File: config.mk
export PLATFORM = sky130hd
export DESIGN_NAME = lcg48_random_generator_core
export DESIGN_NICKNAME = d
export VERILOG_FILES = /design/src/design/lcg_pkg.sv /design/src/design/lcg48_random_generator_core.sv /design/src/design/lcg_datapath.sv /design/src/design/lcg_controller.sv
export SDC_FILE = /design/constraint.sdc
export NUM_CORES = 2
export LEC_CHECK = 0
export ABC_AREA = 1
export ABC_CLOCK_PERIOD_IN_PS = 12500
export BUFFER_PORTS_ARGS = -buffer_cell sky130_fd_sc_hd__clkbuf_2
export CAP_MARGIN = 20
export CORE_MARGIN = 5
export CORE_UTILIZATION = 36
export CTS_CLUSTER_DIAMETER = 80
export DETAILED_ROUTE_END_ITERATION = 12
export GPL_ROUTABILITY_DRIVEN = 0
export PLACE_DENSITY = 0.55
export SYNTH_ARGS = -nofsm -noshare
export SYNTH_HDL_FRONTEND = slang
export SYNTH_SLANG_ARGS = --single-unit
File: constraint.sdc
create_clock -name clk -period 12.5 [get_ports clk]
set_input_delay 0.625 -clock clk [delete_from_list [all_inputs] [get_ports clk]]
set_output_delay 0.625 -clock clk [all_outputs]
set_load 0.05 [all_outputs]
File: src/design/lcg_pkg.sv
`timescale 1ns / 1ps
`default_nettype none
// ----------------------------------------------------------------------------
// lcg_pkg: shared types and constants
// Operation codes, generator constants and controller/datapath interface types.
// ----------------------------------------------------------------------------
package lcg_pkg;
  localparam int MAX_BYTES = 64;
  localparam logic [47:0] LCG_MULT = 48'h0005DEECE66D;
  localparam logic [47:0] LCG_INC  = 48'h00000000000B;

  typedef enum logic [3:0] {
    OP_RESEED = 4'd0, OP_RAW = 4'd1, OP_INT = 4'd2, OP_BOUNDED = 4'd3,
    OP_LONG = 4'd4, OP_BOOL = 4'd5, OP_FLOAT = 4'd6, OP_DOUBLE = 4'd7,
    OP_BYTES = 4'd8
  } op_t;

  typedef enum logic [2:0] {
    ST_IDLE, ST_MUL, ST_ADD, ST_EVAL, ST_DIV, ST_OUT
  } state_t;

  // Commands from the controller to the datapath.
  typedef struct packed {
    logic load;       // capture a new input transaction
    logic mul_lo;     // capture both partial products of the state update
    logic mul_hi;     // state update from the registered partial products
    logic eval;       // form the result from the new state
    logic div_start;  // begin the modulo unit
    logic div_step;   // one restoring division step
    logic rej_eval;   // apply the overflow rejection test
    logic out_take;   // result transaction completed
  } dp_cmd_t;

  // Status from the datapath to the controller.
  typedef struct packed {
    logic need_div;    // bounded int with a non power of two bound
    logic need_more;   // operation needs another draw
    logic div_done;
    logic rejected;
    logic out_valid;
    logic valid_op;
    logic is_reseed;
    logic empty_run;   // bytes op with zero count
  } dp_sts_t;
endpackage
`default_nettype wire

File: src/design/lcg48_random_generator_core.sv
`timescale 1ns / 1ps
`default_nettype none
// ----------------------------------------------------------------------------
// lcg48_random_generator_core: 48-bit linear congruential random generator
// Produces integer, fraction and byte results from a 48-bit LCG state.
// ----------------------------------------------------------------------------
// Channel  Direction  Handshake             Contents
// in       input      in_valid / in_ready   op, seed, bit count, bound, count
// out      output     out_valid / out_ready value, last_of_run
//
// Each draw passes through a registered split 48x35 multiply, the state update
// and result formation, then waits in the result state; a new transaction is
// accepted only once the previous one's last result has been taken. A non
// power of two bound adds a restoring division to each draw, and each rejected
// draw repeats the draw and the division. Reseed goes straight to the result
// state. Reset is synchronous and restores the scrambled zero seed. A stalled
// result holds the sequence until taken.
// ----------------------------------------------------------------------------
module lcg48_random_generator_core (
  input  wire logic        clk,
  input  wire logic        rst_n,
  input  wire logic        in_valid,
  output logic             in_ready,
  input  wire logic [3:0]  in_op,
  input  wire logic [63:0] in_seed_value,
  input  wire logic [5:0]  in_bit_count,
  input  wire logic [30:0] in_bound,
  input  wire logic [6:0]  in_byte_count,
  output logic             out_valid,
  input  wire logic        out_ready,
  output logic [63:0]      out_value,
  output logic             out_last_of_run
);
  import lcg_pkg::*;

  dp_cmd_t cmd;
  dp_sts_t sts;

  // The controller sequences every draw; the datapath holds the generator state and results.
  lcg_controller u_ctrl (
    .clk, .rst_n, .in_valid, .in_ready, .out_ready, .cmd, .sts
  );

  lcg_datapath u_dp (
    .clk, .rst_n, .cmd, .sts, .in_op, .in_seed_value, .in_bit_count,
    .in_bound, .in_byte_count, .out_value, .out_last_of_run
  );

  assign out_valid = sts.out_valid;
endmodule
`default_nettype wire

File: src/design/lcg_datapath.sv
`timescale 1ns / 1ps
`default_nettype none
// ----------------------------------------------------------------------------
// lcg_datapath: state register, split multiplier, result formation, modulo unit
// Holds the 48-bit generator state and forms every result value.
// ----------------------------------------------------------------------------
module lcg_datapath (
  input  wire logic            clk,
  input  wire logic            rst_n,
  input  wire lcg_pkg::dp_cmd_t cmd,
  output lcg_pkg::dp_sts_t     sts,
  input  wire logic [3:0]      in_op,
  input  wire logic [63:0]     in_seed_value,
  input  wire logic [5:0]      in_bit_count,
  input  wire logic [30:0]     in_bound,
  input  wire logic [6:0]      in_byte_count,
  output logic [63:0]          out_value,
  output logic                 out_last_of_run
);
  import lcg_pkg::*;

  logic [47:0] state_r, state_nxt;
  logic [3:0]  op_r;
  logic [5:0]  bits_r;
  logic [30:0] bound_r;
  logic [6:0]  cnt_r, cnt_nxt;
  logic        phase_r;
  logic [47:0] plo_r;
  logic [47:0] phi_r;
  logic [63:0] acc_r, acc_nxt;
  logic        out_valid_r;
  logic        last_r;
  logic [30:0] draw31_r;
  logic [31:0] rem_r;
  logic [30:0] quo_src_r;
  logic [4:0]  dcnt_r;
  logic        div_busy_r;

  // Partial products: state * low 24 bits and low 24 state bits * high 11 bits of multiplier.
  logic [47:0] plo_c, phi_c;
  assign plo_c = 48'(state_r * LCG_MULT[23:0]);
  assign phi_c = 48'(state_r[23:0] * LCG_MULT[34:24]);
  assign state_nxt = 48'(plo_r + {phi_r[23:0], 24'd0} + LCG_INC);

  // Draw from the new state.
  logic [5:0]  k;
  logic [31:0] top32;
  logic [63:0] drawk;
  logic        pow2;
  always_comb begin
    k = (bits_r > 6'd32) ? 6'd32 : bits_r;
    top32 = state_r[47:16];
    if (k == 6'd0) drawk = 64'd0;
    else begin
      drawk = {32'd0, top32 >> (6'd32 - k)};
      if (k == 6'd32) drawk = {{32{top32[31]}}, top32};
    end
    pow2 = ((bound_r & (bound_r - 31'd1)) == 31'd0);
  end

  logic [31:0] rem_sh;
  logic [31:0] rem_try;
  always_comb begin
    rem_sh = {rem_r[30:0], quo_src_r[30]};
    rem_try = rem_sh - {1'b0, bound_r};
  end
  logic [31:0] chk;
  assign chk = 32'({1'b0, draw31_r} - rem_r + {1'b0, bound_r} - 32'd1);

  logic [5:0] eff_bits;
  logic [6:0] cnt_sat;
  always_comb begin
    eff_bits = in_bit_count;
    case (in_op)
      OP_INT, OP_LONG: eff_bits = 6'd32;
      OP_BOUNDED:      eff_bits = 6'd31;
      OP_BOOL:         eff_bits = 6'd1;
      OP_FLOAT:        eff_bits = 6'd24;
      OP_DOUBLE:       eff_bits = 6'd26;
      OP_BYTES:        eff_bits = 6'd8;
      default:         eff_bits = in_bit_count;
    endcase
    cnt_sat = (in_byte_count > 7'(MAX_BYTES)) ? 7'(MAX_BYTES) : in_byte_count;
  end

  always_ff @(posedge clk) begin
    if (!rst_n) begin
      state_r <= LCG_MULT;
      out_valid_r <= 1'b0;
      div_busy_r <= 1'b0;
    end else begin
      if (cmd.out_take) out_valid_r <= 1'b0;
      if (cmd.load) begin
        op_r <= in_op; bits_r <= eff_bits;
        bound_r <= in_bound; cnt_r <= cnt_sat; phase_r <= 1'b0; acc_r <= 64'd0;
        if (in_op == OP_RESEED) begin
          state_r <= in_seed_value[47:0] ^ LCG_MULT;
          out_value <= 64'd0; last_r <= 1'b1; out_valid_r <= 1'b1;
        end
      end
      if (cmd.mul_lo) begin
        plo_r <= plo_c; phi_r <= phi_c;
      end
      if (cmd.mul_hi) state_r <= state_nxt;
      if (cmd.eval) begin
        case (op_r)
          OP_RAW, OP_INT, OP_FLOAT: begin
            out_value <= drawk; last_r <= 1'b1; out_valid_r <= 1'b1;
          end
          OP_BOOL: begin
            out_value <= drawk; last_r <= 1'b1; out_valid_r <= 1'b1;
          end
          OP_BOUNDED: begin
            draw31_r <= drawk[30:0];
            if (bound_r == 31'd0) begin
              out_value <= 64'd0; last_r <= 1'b1; out_valid_r <= 1'b1;
            end else if (pow2) begin
              out_value <= 64'(({33'd0, drawk[30:0]} * {33'd0, bound_r}) >> 31);
              last_r <= 1'b1; out_valid_r <= 1'b1;
            end
          end
          OP_LONG: begin
            if (!phase_r) begin
              acc_r <= {drawk[31:0], 32'd0}; phase_r <= 1'b1;
            end else begin
              out_value <= acc_r + drawk; last_r <= 1'b1; out_valid_r <= 1'b1;
            end
          end
          OP_DOUBLE: begin
            if (!phase_r) begin
              acc_r <= {drawk[36:0], 27'd0}; phase_r <= 1'b1; bits_r <= 6'd27;
            end else begin
              out_value <= acc_r + drawk; last_r <= 1'b1; out_valid_r <= 1'b1;
            end
          end
          OP_BYTES: begin
            out_value <= {56'd0, drawk[7:0]};
            last_r <= (cnt_r == 7'd1); out_valid_r <= 1'b1;
            cnt_r <= cnt_r - 7'd1;
          end
          default: ;
        endcase
      end
      // The dividend is the draw being formed in this same cycle.
      if (cmd.div_start) begin
        rem_r <= 32'd0; quo_src_r <= drawk[30:0]; dcnt_r <= 5'd0; div_busy_r <= 1'b1;
      end
      if (cmd.div_step && div_busy_r) begin
        rem_r <= rem_try[31] ? rem_sh : rem_try;
        quo_src_r <= {quo_src_r[29:0], 1'b0};
        dcnt_r <= dcnt_r + 5'd1;
        if (dcnt_r == 5'd30) div_busy_r <= 1'b0;
      end
      if (cmd.rej_eval && !chk[31]) begin
        out_value <= {32'd0, rem_r}; last_r <= 1'b1; out_valid_r <= 1'b1;
      end
    end
  end

  assign out_last_of_run = last_r;
  assign cnt_nxt = cnt_r;

  always_comb begin
    sts.need_div  = (op_r == OP_BOUNDED) && (bound_r != 31'd0) && !pow2;
    // Long and double need the second draw only while no result is pending.
    sts.need_more = ((op_r == OP_LONG || op_r == OP_DOUBLE) && phase_r && !out_valid_r) ||
                    ((op_r == OP_BYTES) && (cnt_nxt != 7'd0));
    sts.div_done  = !div_busy_r;
    sts.rejected  = chk[31];
    sts.out_valid = out_valid_r;
    sts.valid_op  = (in_op <= 4'(OP_BYTES));
    sts.is_reseed = (in_op == OP_RESEED);
    sts.empty_run = (in_op == OP_BYTES) && (in_byte_count == 7'd0);
  end
endmodule
`default_nettype wire

File: src/design/lcg_controller.sv
`timescale 1ns / 1ps
`default_nettype none
// ----------------------------------------------------------------------------
// lcg_controller: sequencing state machine
// Steps each draw through multiply, update, evaluation and optional modulo.
// ----------------------------------------------------------------------------
module lcg_controller (
  input  wire logic             clk,
  input  wire logic             rst_n,
  input  wire logic             in_valid,
  output logic                  in_ready,
  input  wire logic             out_ready,
  output lcg_pkg::dp_cmd_t      cmd,
  input  wire lcg_pkg::dp_sts_t sts
);
  import lcg_pkg::*;

  state_t state_r, state_nxt;

  always_ff @(posedge clk) begin
    if (!rst_n) state_r <= ST_IDLE;
    else state_r <= state_nxt;
  end

  logic accept, take;
  assign accept = in_valid && in_ready;
  assign take   = sts.out_valid && out_ready;

  always_comb begin
    state_nxt = state_r;
    case (state_r)
      ST_IDLE: begin
        if (accept && sts.valid_op && !sts.empty_run)
          state_nxt = sts.is_reseed ? ST_OUT : ST_MUL;
      end
      ST_MUL:  state_nxt = ST_ADD;
      ST_ADD:  state_nxt = ST_EVAL;
      ST_EVAL: state_nxt = sts.need_div ? ST_DIV : ST_OUT;
      ST_DIV:  if (sts.div_done) state_nxt = sts.rejected ? ST_MUL : ST_OUT;
      ST_OUT: begin
        if (!sts.out_valid) state_nxt = sts.need_more ? ST_MUL : ST_IDLE;
        else if (take) state_nxt = sts.need_more ? ST_MUL : ST_IDLE;
      end
      default: state_nxt = ST_IDLE;
    endcase
  end

  logic div_started_r;
  always_ff @(posedge clk) begin
    if (!rst_n) div_started_r <= 1'b0;
    else if (state_r == ST_EVAL) div_started_r <= 1'b0;
    else if (state_r == ST_DIV) div_started_r <= 1'b1;
  end

  always_comb begin
    in_ready = (state_r == ST_IDLE) && !sts.out_valid;
    cmd = '0;
    cmd.load = accept;
    cmd.out_take = take;
    case (state_r)
      ST_MUL:  cmd.mul_lo = 1'b1;
      ST_ADD:  cmd.mul_hi = 1'b1;
      ST_EVAL: begin
        cmd.eval = 1'b1;
        cmd.div_start = sts.need_div;
      end
      ST_DIV: begin
        cmd.div_step = div_started_r;
        cmd.rej_eval = sts.div_done && div_started_r;
      end
      default: ;
    endcase
  end
endmodule
`default_nettype wire

-- After elaboration in Yosys (flattened, before gate mapping)
Cells that the tools add are included.
- flip-flop bits (word level): 402
- bits of input ports: 116
- add/sub/neg operators: 11
- multipliers: 3
- magnitude comparators: 3
- equal/unequal tests: 26
- shifts and indexed selects: 1
- mux-type cells: 71
- bitwise operators: 3
- reductions and logical operators: 43
- operators with widths (cell ; number):
    two-way mux 64 bit ; 12
    case mux 64 bit (4 select lines) ; 1
    two-way mux 48 bit ; 3
    two-way mux 32 bit ; 4
    case mux 64 bit (2 select lines) ; 1
    adder 64 bit ; 1
    logical NOT 31 bit ; 2
    multiplier 31 x 31 -> 62 bit ; 1
    two-way mux 31 bit ; 2
    adder 48 x 4 -> 48 bit (second input constant) ; 1
    adder 48 bit ; 1
    multiplier 48 x 24 -> 48 bit (second input constant) ; 1
    case mux 6 bit (6 select lines) ; 1
    adder 32 x 31 -> 32 bit ; 1
    equality test 4 x 3 -> 1 bit (second input constant) ; 8
    right shift 32 x 6 -> 32 bit ; 1
    subtractor 31 x 32 -> 32 bit ; 1
    subtractor 32 x 1 -> 32 bit (second input constant) ; 1
    subtractor 32 x 31 -> 32 bit ; 1
    AND 31 bit ; 1
    nonzero test 31 bit ; 1
    subtractor 31 x 1 -> 31 bit (second input constant) ; 1
    two-way mux 6 bit ; 5
    two-way mux 7 bit ; 4
    other kinds (42) ; 105

-- Logic depth before layout (Yosys ltp)
- word-level depth: 12
- mapped depth: 53
- depth with buffers taken out: 50

-- Cells and area by module
Synthesis repeated with hierarchy kept, for this count alone.
- cell total of the unflattened synthesis: 9381
- area, all modules: 77694.5 um^2
- by module, submodules not included (module ; instances ; cells an instance ; area an instance (um^2) ; sequential area each (um^2)):
    lcg_datapath ; 1 ; 9323 ; 77355.4 ; 11421.0
    lcg_controller ; 1 ; 58 ; 339.1 ; 80.1

-- Worst setup path after synthesis
Ideal clock, no wire load.
- path kind: register to register
- from: register u_dp.bits_r[5]
- to: register u_dp.out_value[26] (data pin)
- library setup time: 252 ps
- arrival: 9013 ps
- required time: 12248 ps
- setup slack: 3234 ps
- stages on the path, launching flop included: 45
- cell sequence: edfxtp_1 inv_2 nand2_1 buf_2 buf_2 ha_1 clkinv_1 clkbuf_1 clkbuf_1 o21ai_0 o21ai_0 nand2_1 o21ai_0 o21ai_0 o21ai_0 inv_1 nor3_1 inv_1 [... 9 more ...] inv_1 fa_1 inv_1 ha_1 a21oi_1 inv_1 a21oi_1 o21ai_0 a21boi_0 nor2_1 a211oi_1 nand2_1 nand2_1 nand3_1 nand2_1 nand2_1 nand2_1 nand2_1
- cells in the longest elaborated chain, start to end: 12
- elaborated cells on any way between the ends: 16
- classes of those cells: add/sub: 2; mul: 1; order compare: 1; eq/ne: 1; shift: 1; mux: 9; reduce/logical: 1
- RTL lines (element ; line ; text):
    start: declaration ; lcg_datapath.sv:24 ; logic [5:0] bits_r;
    start signal: assignment ; lcg_datapath.sv:94 ; op_r <= in_op; bits_r <= eff_bits;
    > comparator 6 bit ; lcg_datapath.sv:51 ; k = (bits_r > 6'd32) ? 6'd32 : bits_r;
    two-way mux 6 bit * ; lcg_datapath.sv:51 ;
    subtractor 6 bit ; lcg_datapath.sv:55 ; drawk = {32'd0, top32 >> (6'd32 - k)};
    right shift 32 x 6 -> 32 bit ; lcg_datapath.sv:55 ;
    two-way mux 64 bit ; lcg_datapath.sv:56 ; if (k == 6'd32) drawk = {{32{top32[31]}}, top32};
    two-way mux 64 bit * ; lcg_datapath.sv:53 ; if (k == 6'd0) drawk = 64'd0;
    multiplier 31 x 31 -> 62 bit ; lcg_datapath.sv:118 ; out_value <= 64'(({33'd0, drawk[30:0]} * {33'd0, bound_r}) >> 31);
    two-way mux 64 bit ; lcg_datapath.sv:117 ; end else if (pow2) begin
    two-way mux 64 bit ; lcg_datapath.sv:115 ; if (bound_r == 31'd0) begin
    case mux 64 bit (4 select lines) * ; lcg_datapath.sv:106 ; case (op_r)
    two-way mux 64 bit * ; lcg_datapath.sv:105 ; if (cmd.eval) begin
    two-way mux 32 bit * ; lcg_datapath.sv:154 ; if (cmd.rej_eval && !chk[31]) begin
    end signal: assignment ; lcg_datapath.sv:118 ;
    end signal: assignment ; lcg_datapath.sv:137 ; out_value <= {56'd0, drawk[7:0]};
    end: declaration ; lcg_datapath.sv:17 ; output logic [63:0] out_value,
Mark *: on every way between the ends. The rest lies on a longest branch, timed or not.
A chain may end at the register's enable or synchronous reset.

-- Worst setup path in the final report
- from: register u_dp.bits_r[2]
- to: register u_dp.out_value[26] (data pin)
Same word-level chain as after synthesis.

==> flow_summary.yaml <==
global_route:
  antenna_found_initial: 15
  grt_pass1_wl_um: 434000
  grt_pass1_vias: 67796
  grt_max_degree: 72
  overflow: 0
  track_usage_pct: 25.9
synthesis:
  syn_area_um2: 77200
  syn_inst: 9360
  synth_top_cell_by_area: "fa_1"
  syn_area_per_cell_um2: 8.25
  synth.distinct_cells: 61
  ys_seq_elements: 401
  synthTopCellsByCount: "inv_1 (1991), nand2_1 (1671), fa_1 (1363)"
  dominantRegCellSynth: "edfxtp_1"
  synth.most_common_cell: "inv_1"
  yosys-top-cells-area: "fa_1 (35%), edfxtp_1 (13%), ha_1 (11%)"
  ys_warn_count: 0
  synth-edff-count: 347
  yosysSeqAreaShare_pct: 14.9
  yosysTopAreaCellShare_pct: 35.3
  ys_async_sr_fraction_pct: 0
  syn-num-nets: 11494
cells_and_area:
  fin_util_pct: 39.4
  layout-drive-gt1-share_pct: 5.28
  area_growth_pct: 9.07
  nFillCells: 21845
  fin_nets: 11591
cts:
  cts_sinks: 401
  cts_resized: 0
  cts_tree: "done"
  clkTransAtPathRegs_ps: 60
  htreeDepth: 2
  numCtsBuffers: 60
  cts.path.max_buffers: 3
  root_buffer: "clkbuf_16"
  insertion_delay_ps: 770
drt:
  vias_per_cell: 5.32
  wl_per_cell_um: 23.5
  drc: 0
  num_vias: 65789
  ant_nets: 0
  drt-initial-drc-count: 6194
  wl_um: 290000
  dr.pass1.iters: 6
setup_path:
  rr_startpoint: "u_dp.bits_r[2]"
  cp_max_fo: 14
  path_class: "register to register"
  critPathArrivalTime_ps: 12350
  start_kind: "register"
  crit_path_frequent_cell: "nand2_1"
  crit_path_end_kind: "register"
  r2r_cells: 43
  r2r_end: "u_dp.out_value[26]"
  worst_path_max_delay_cell: "inv_1"
  worstSetupStartpoint: "u_dp.bits_r[2]"
  rrSetupSlack_ps: 630
  cp_slowest_stage_delay_ps: 690
  critPathRequiredTime_ps: 12980
timing:
  fmax_mhz: 84.3
  maxSlewHeadroom_pct: 23.7
  slew_viol_final: 0
  fin_skew_ps: 94.6
  tightest_slew_ps: 1140
  fin_setup_tns_ps: 0
  period_share_pct: 94.9
  setup_viol: 0
  hold_viol: 0
  rsz0062_at_grt: "false"
  fin_crit_ps: 11870
floorplan:
  rows: 170
  start_util_pct: 36.1
  die_h_um: 473
  ios: 183
  die_area_um2: 224000
  die_width_um: 473
  coreArea_um2: 214000
run_status:
  outcome: "finished, final reports clean"
hold_path:
  worstHoldPathType: "input pin to register"
  whs_endpoint: "u_dp.bound_r[26]"
  min-delay-start: "in_bound[26]"
  hold_path_depth: 1
placement:
  post-dp-hpwl_um: 232000
  port_buffers: 166
flow_run:
  cap_violations: 0
[placed cells by master, fill, tap and decap left out, types with 8 or more instances in the layout]
| cell type | n |
|---|---|
| a211oi_1 | 18 |
| a21boi_0 | 11 |
| a21o_1 | 12 |
| a21oi_1 | 555 |
| a22oi_1 | 20 |
| a31oi_1 | 63 |
| a32o_1 | 8 |
| and3_1 | 9 |
| buf_4 | 169 |
| bufinv_16 | 11 |
| clkbuf_1 | 13 |
| clkbuf_16 | 61 |
| clkbuf_2 | 165 |
| clkinv_1 | 31 |
| dfxtp_1 | 54 |
| diode_2 | 11 |
| dlygate4sd3_1 | 21 |
| edfxtp_1 | 347 |
| fa_1 | 1363 |
| ha_1 | 655 |
| inv_1 | 1990 |
| inv_2 | 10 |
| nand2_1 | 1668 |
| nand3_1 | 221 |
| nand4_1 | 28 |
| nor2_1 | 983 |
| nor2_2 | 12 |
| nor3_1 | 48 |
| nor4_1 | 19 |
| o211ai_1 | 35 |
| o21a_1 | 27 |
| o21ai_0 | 466 |
| o21ai_1 | 16 |
| o21bai_1 | 24 |
| o221ai_1 | 37 |
| o22ai_1 | 10 |
| o31ai_1 | 12 |
| or2_2 | 11 |
| xnor2_1 | 94 |
| xor2_1 | 102 |
[cells by family (layout without fill, tap and decap cells)]
kind of cell             after synthesis  count (layout)  synth area share (%)
AO/OA/AOI/OAI                       1356            1356                  9.82
XOR/XNOR                             196             196                  2.22
adder cells (fa/ha/maj)             2020            2020                  46.0
buffers and inverters               2351            2497                  11.5
flip-flops                           401             401                  14.9
multiplexers                           3               3                0.0389
other                                  0              11                     0
AND/OR/NAND/NOR                     3033            3033                  15.6
[worst max-delay path by stage]
stage,to,depth (start not counted)
floorplan,u_dp.out_value[26],44
global placement,u_dp.out_value[26],44
detailed placement,u_dp.out_value[26],44
CTS,u_dp.out_value[26],44
global route,u_dp.out_value[26],46
finish,u_dp.out_value[26],43
[per-layer routing]
layer,GRT usage (%),up-vias,part of all wire [%]
met1,33.1,32960,39
met4,14.7,2,7.0
met3,4.89,661,8.5
met5,0,-,0.0041
met2,41.1,2929,45
li1,-,29237,-
[layout make-up]
cell class	instances	area, µm²	area share (%)
diodes	11	27.5	0.0327
clock buffers	75	1590	1.89
clock inverters	36	537	0.637
inverters	2025	7600	9.02
multi-input cells	6608	57000	67.7
flip-flops and latches	401	11500	13.7
well taps	2838	3550	4.22
repair buffers	361	2420	2.87
[registers in the layout, summed over array words and instances (netlist names)]
signal / count
u_dp.rem_r: 32
u_dp.acc_r: 64
u_dp.state_r: 48
u_dp.bound_r: 31
u_dp.plo_r: 48
u_ctrl.state_r: 3
u_dp.phi_r: 22
u_dp.dcnt_r: 5
u_dp.draw31_r: 31
u_dp.out_valid_r: 1
u_dp.out_value: 64
u_dp.quo_src_r: 31
u_dp.out_last_of_run: 1
u_dp.cnt_nxt: 7
u_ctrl.div_started_r: 1
u_dp.div_busy_r: 1
u_dp.phase_r: 1
u_dp.bits_r: 6
u_dp.op_r: 4
[metrics by stage]
| step | instance area [µm²] | instances | hold slack, ps | worst slack (ps) |
|---|---|---|---|---|
| floorplan | 77200 | 9360 | 441 | 3230 |
| global placement | 81800 | 12208 | 462 | 1020 |
| detailed placement | 81900 | 12211 | 457 | 870 |
| CTS | 84200 | 12343 | 0.176 | 816 |
| global route | 84200 | 12349 | 41.5 | 35.6 |
| finish | 84200 | 12355 | 52.1 | 632 |
[worst max-delay path: cells and delay by family, from the launching register on]
| family | cells | cell delay [ps] |
|---|---|---|
| adder cells (fa/ha/maj) | 10 | 4550 |
| AND/OR/NAND/NOR | 20 | 3260 |
| buffers and inverters | 7 | 1740 |
| AO/OA/AOI/OAI | 6 | 1510 |
| flip-flops | 1 | 500 |
[repair_timing]
action                                 in CTS  in global routing
buffers inserted                            0                  0
hold buffers                               21                  0
endpoints found under the hold margin      21                  0
setup endpoints to repair                   0                  0
Power is left out: the tool's default activity adds up to more than one toggle a clock period on the data nets, which glitch-free logic cannot reach.
